File: src/sv/llh_pkg.sv
// ---------------------------------------------------------------------------
// Log-linear latency histogram package
// Shared widths, register indexes and the control beat type.
// ---------------------------------------------------------------------------
package llh_pkg;

   localparam int LATENCY_W   = 32;
   localparam int DIR_W       = 2;
   localparam int MSB_W       = 5;
   localparam int RSP_INDEX_W = 11;
   localparam int COUNT_W     = 32;
   localparam int REQ_TDATA_W = 32;
   localparam int REQ_TUSER_W = 2;
   localparam int RSP_TDATA_W = 48;
   localparam int RSP_TUSER_W = 1;

   localparam int CSR_ADDR_W  = 3;
   localparam int CSR_DATA_W  = 32;
   localparam int REG_INDEX_W = 1;

   localparam logic [REG_INDEX_W-1:0] REG_RECORD_ENABLE = 1'b0;

   typedef struct packed {
      logic valid;
      logic rec;
   } llh_ctl_type;

endpackage

File: src/sv/llh_mapper.sv
// ---------------------------------------------------------------------------
// Histogram bucket mapper
// Two stages: find the top set bit, then form the clamped bucket index and
// the counter memory address.
// ---------------------------------------------------------------------------
module llh_mapper #(
   parameter int MANTISSA_BITS = 6,
   parameter int BUCKET_COUNT  = 1216,
   parameter int DIRECTIONS    = 2,
   parameter int IDX_W         = $clog2(BUCKET_COUNT),
   parameter int ADDR_W        = $clog2(DIRECTIONS * BUCKET_COUNT)
) (
   input  logic                            clock,
   input  logic                            reset,
   input  logic                            in_valid,
   output logic                            in_ready,
   input  logic [llh_pkg::LATENCY_W-1:0]   in_latency,
   input  logic [llh_pkg::DIR_W-1:0]       in_direction,
   input  logic                            record_enable,
   output llh_pkg::llh_ctl_type            out_ctl,
   input  logic                            out_ready,
   output logic [IDX_W-1:0]                out_index,
   output logic [ADDR_W-1:0]               out_addr
);
   import llh_pkg::*;

   localparam int RAW_W = (MANTISSA_BITS + 6 > IDX_W) ? MANTISSA_BITS + 6 : IDX_W;
   localparam int LAST  = BUCKET_COUNT - 1;

   logic                 s1_valid_ff, s1_valid_in;
   logic [LATENCY_W-1:0] s1_lat_ff;
   logic [DIR_W-1:0]     s1_dir_ff;

   logic                 s2_valid_ff, s2_valid_in;
   logic [LATENCY_W-1:0] s2_lat_ff;
   logic [MSB_W-1:0]     s2_msb_ff, s2_msb_in;
   logic                 s2_rec_ff, s2_rec_in;
   logic [ADDR_W-1:0]    s2_base_ff, s2_base_in;

   logic                 load1, load2;
   logic                 counted;
   logic [MSB_W-1:0]     grp;
   logic [LATENCY_W-1:0] shifted;
   logic [RAW_W-1:0]     raw;
   logic [IDX_W-1:0]     idx;

   assign load2    = ~s2_valid_ff | out_ready;
   assign load1    = ~s1_valid_ff | load2;
   assign in_ready = load1;

   assign s1_valid_in = load1 ? in_valid : s1_valid_ff;
   assign s2_valid_in = load2 ? s1_valid_ff : s2_valid_ff;

   always_comb begin
      s2_msb_in = '0;
      for (int i = 0; i < LATENCY_W; i++) begin
         if (s1_lat_ff[i]) begin
            s2_msb_in = MSB_W'(i);
         end
      end
   end

   assign counted    = ({1'b0, s1_dir_ff} < (DIR_W + 1)'(DIRECTIONS));
   assign s2_rec_in  = record_enable & counted;
   assign s2_base_in = counted ? ADDR_W'(ADDR_W'(s1_dir_ff) * ADDR_W'(BUCKET_COUNT)) : '0;

   always_ff @(posedge clock) begin
      if (reset) begin
         s1_valid_ff <= 1'b0;
         s2_valid_ff <= 1'b0;
      end else begin
         s1_valid_ff <= s1_valid_in;
         s2_valid_ff <= s2_valid_in;
      end
   end

   always_ff @(posedge clock) begin
      if (load1) begin
         s1_lat_ff <= in_latency;
         s1_dir_ff <= in_direction;
      end
      if (load2) begin
         s2_lat_ff  <= s1_lat_ff;
         s2_msb_ff  <= s2_msb_in;
         s2_rec_ff  <= s2_rec_in;
         s2_base_ff <= s2_base_in;
      end
   end

   assign grp     = s2_msb_ff - MSB_W'(MANTISSA_BITS);
   assign shifted = s2_lat_ff >> grp;

   always_comb begin
      if (s2_msb_ff <= MSB_W'(MANTISSA_BITS)) begin
         raw = RAW_W'(s2_lat_ff[MANTISSA_BITS:0]);
      end else begin
         raw = RAW_W'((RAW_W'(grp) + RAW_W'(1)) << MANTISSA_BITS)
             + RAW_W'(shifted[MANTISSA_BITS-1:0]);
      end
      if (raw > RAW_W'(LAST)) begin
         idx = IDX_W'(LAST);
      end else begin
         idx = IDX_W'(raw);
      end
   end

   assign out_ctl.valid = s2_valid_ff;
   assign out_ctl.rec   = s2_rec_ff;
   assign out_index     = idx;
   assign out_addr      = s2_base_ff + ADDR_W'(idx);

endmodule

File: config.mk
export PLATFORM = sky130hd
export DESIGN_NAME = llh_mapper
export DESIGN_NICKNAME = d
export VERILOG_FILES = /design/src/sv/llh_pkg.sv /design/src/sv/llh_mapper.sv
export SDC_FILE = /design/constraint.sdc
export NUM_CORES = 1
export LEC_CHECK = 0
export ABC_AREA = 1
export BUFFER_PORTS_ARGS = -buffer_cell sky130_fd_sc_hd__buf_2
export CAP_MARGIN = 20
export CELL_PAD_IN_SITES_DETAIL_PLACEMENT = 1
export CELL_PAD_IN_SITES_GLOBAL_PLACEMENT = 2
export CORE_MARGIN = 2
export CORE_UTILIZATION = 35
export DETAILED_ROUTE_END_ITERATION = 6
export MAX_ROUTING_LAYER = met4
export PLACE_DENSITY_LB_ADDON = 0.3
export SETUP_SLACK_MARGIN = 0.05
export SLEW_MARGIN = 20
export SYNTH_ARGS = -nofsm -noshare
export SYNTH_HDL_FRONTEND = slang
export SYNTH_SLANG_ARGS = --single-unit
File: constraint.sdc
create_clock -name clock -period 4.8 [get_ports clock]
set_input_delay 0.48 -clock clock [delete_from_list [all_inputs] [get_ports clock]]
set_output_delay 0.48 -clock clock [all_outputs]
set_load 0.02 [all_outputs]
==> reports/results.txt <==
CP max FO: 24
Detailed Place HPWL: 8440 µm
worst hold path depth: 2
Worst-Skew Late Latency: 0.33 ns
worst setup margin: 0.440 ns
slew margin rel.: 41.4%
Post-Synthesis Cells: 477
Psw: 0.505 mW
routed vias/inst: 4.87
Non-Filler Instances: 709
post-synth cell types: 38
Final Hold Viols: 0
Final min period: 4.36 ns
crit path cell chain: buf_4 -> ha_1 -> or2_1 -> nand2_1 -> nor3_1 -> nand3b_1 -> o311ai_1 -> nand4_1 -> nand2_2 -> inv_2 -> nand2_1 -> inv_1 -> ha_1 -> a21oi_1 -> inv_1 -> a31oi_1 -> o21ai_0 -> a21oi_1 -> xnor2_1 -> buf_2
Post-Syn Area per Cell: 9.10 µm²
share of cells above drive strength 1: 18.7%
max cap viols: 0
Initial DRC Count: 153
EDFF count, synth: 77
commonest non-fill, non-tap cells in the layout: nand2_1 (122), edfxtp_1 (77), buf_2 (64)
Required @ worst endpoint: 4.32 ns
clock network fraction of total power: 36.0%
Worst R2R End: s2_msb_ff[0]$_SDFFCE_PP1P_
max frequency: 229 MHz
via count: 3,452
fillcell total: 1,423
Inserted Clock Buffers: 9
Residual DRC: 0
CORE AREA: 12,100 µm²
final setup vio count: 0
leakage: 2.24 nW
# rows: 40
Hold Crit Class: input pin to register
FF-to-FF path depth: 29
slowest cell on the critical path: edfxtp_1
final cycle utilization of the critical path: 90.8%
combinational share of power: 17.9%
Startpoint Class: register
DR WL/cell: 15.6 µm
min-delay src: reset
slowest stage delay, CP: 0.45 ns
CTS Sinks: 79
die height: 115 µm
Hold Path Sink: s2_valid_ff$_SDFFE_PP0P_
Top Family by Delay on Critical Path: simple AND/OR/NAND/NOR gates
status: completed
antenna cells: 0
NumNets Final: 587
RR Startpoint: s1_lat_ff[2]$_DFFE_PP_
Post-Syn Area: 4340 µm²
vias in the first global route: 3,492
total gr overflow: 0
WL final: 11,000 µm
asr flop ratio synth: 0%
Antenna Nets Post-Route: 0
Setup WS pre-CTS: 0.734 ns
Pre-antenna DRT Iters: 4
Synth Flop Type: edfxtp_1
cell count after placement: 693
clk slew on worst S/H paths: 0.06 ns
sequential fraction of the synthesis area: 54.2%
largest net degree at the start of global routing: 45
clock skew: 0.00765 ns
sw frac: 27.7%
die area: 13,300 µm²
critical path endpoint category: primary output
CTS Root Cell: clkbuf_16
Longest Clk Path Bufs: 2
Flop pwr share: 46.1%
utilization after layout: 42.3%
Worst VDD drop: 246 µV
Buf+Inv Stages, Crit Path: 5
IO buf count: 64
DIE WIDTH: 115 µm
TritonCTS clock tree: built
Slew Viols, Final: 0
Critical Path AT: 3.88 ns
Layout area overhead: 17.5%
total global-route track usage: 18.1%
PD cells: 357 nW/µm²
leading cell type in the layout, fill and taps excluded: nand2_1
unrepaired setup endpoints after global routing: no
Post-CTS Setup Inserts: 0
flop2flop setup slack: 2.70 ns
first-pass GRT wire length: 18,000 µm
GP Congestion: 0.929
io pins: 65
Int Power: 1.31 mW
CP startpoint: s2_msb_ff[1]$_SDFFCE_PP1P_
Ys Warns: 0
number of synthesized register bits: 79
Initial Util: 36.0%
Design Power: 1.82 mW
slew at the pin closest to its max-slew limit: 0.878 ns
initial antenna violation count: 0
path type of the worst setup path: register to primary output
syn nets: 528
H-tree levels: 3
setup_tns: 0 ns
[cells in the mapped netlist, types with 3 or more instances]
cell type	n	area [µm²]
o311ai_1	4	35.0
xor2_1	3	26.3
ha_1	11	138
nand2_1	124	465
o211ai_1	11	82.6
buf_2	7	35.0
inv_2	11	41.3
inv_1	51	191
mux2i_1	8	80.1
a21oi_1	29	145
nand3_1	16	80.1
buf_4	9	67.6
o21ai_0	37	185
nor3_1	3	15.0
edfxtp_1	77	2310
nor2_1	28	105
clkbuf_1	8	30.0
o21ai_1	16	80.1
[timing repair]
item,CTS,global route
hold buffers,0,0
gates resized for setup,0,1
endpoints found under the setup margin,0,1
hold endpoints to repair,0,0
[worst max-delay path by stage]
stage	endpoint	depth (start not counted)	slack (ns)
finish	out_addr[11]	20	0.44
global route	out_addr[11]	23	0.07
CTS	out_addr[11]	20	0.36
detailed placement	out_addr[11]	20	0.73
global placement	out_addr[11]	20	0.91
floorplan	out_addr[10]	17	0.62
[layer usage]
layer / vias up / share of wire, % / routed length [µm] / GRT usage [%]
met5: - / 0 / 0 / -
met4: 0 / 1.2 / 128 / 4.66
met3: 9 / 5.0 / 554 / 3.58
met2: 81 / 48 / 5240 / 28.9
met1: 1634 / 46 / 5100 / 23.5
li1: 1728 / - / - / -
[cell families (layout without fill, tap and decap cells)]
family | count (synthesis) | after routing | synth area share [%]
mux | 8 | 8 | 1.84
other cells | 1 | 1 | 0.0863
flops | 79 | 79 | 54.2
fa+ha+maj | 12 | 12 | 3.63
simple gates | 177 | 177 | 16.2
xor+xnor | 5 | 5 | 1.18
buf+inv | 88 | 152 | 8.90
compound gates | 107 | 107 | 14.0
[area by class of cell]
type	count	area, µm²	share of cell area [%]
clock buffer	9	225	4.41
timing repair buffer	72	380	7.45
sequential	79	2350	46.1
multi-input combinational	310	1620	31.7
tap	168	210	4.12
inverter	64	254	4.98
clock inverter	7	63.8	1.25
[through the flow]
stage | hold slack [ns] | cell area (µm²)
2_1_floorplan | 0.400 | 4340
3_3_place_gp | 0.422 | 4810
3_5_place_dp | 0.419 | 4810
4_1_cts | 0.301 | 5100
5_1_grt | 0.304 | 5100
6_report | 0.312 | 5100
[power groups by stage]
stage	Combinational [mW]	Sequential (mW)	Clock, mW
6_report	0.326	0.839	0.655
4_1_cts	0.328	0.839	0.674
3_3_place_gp	0.321	0.851	0
3_5_place_dp	0.326	0.854	0
2_1_floorplan	0.233	0.839	0
5_1_grt	0.369	0.844	0.698
[registers in the layout, summed over array words and instances (netlist names)]
name,flops
s1_lat_ff,32
s2_lat_ff,32
s2_base_ff,5
s2_msb_ff,5
s1_dir_ff,2
s1_valid_ff,1
s2_rec_ff,1
s2_valid_ff,1
Note: power is estimated with default switching activity, not from simulation.
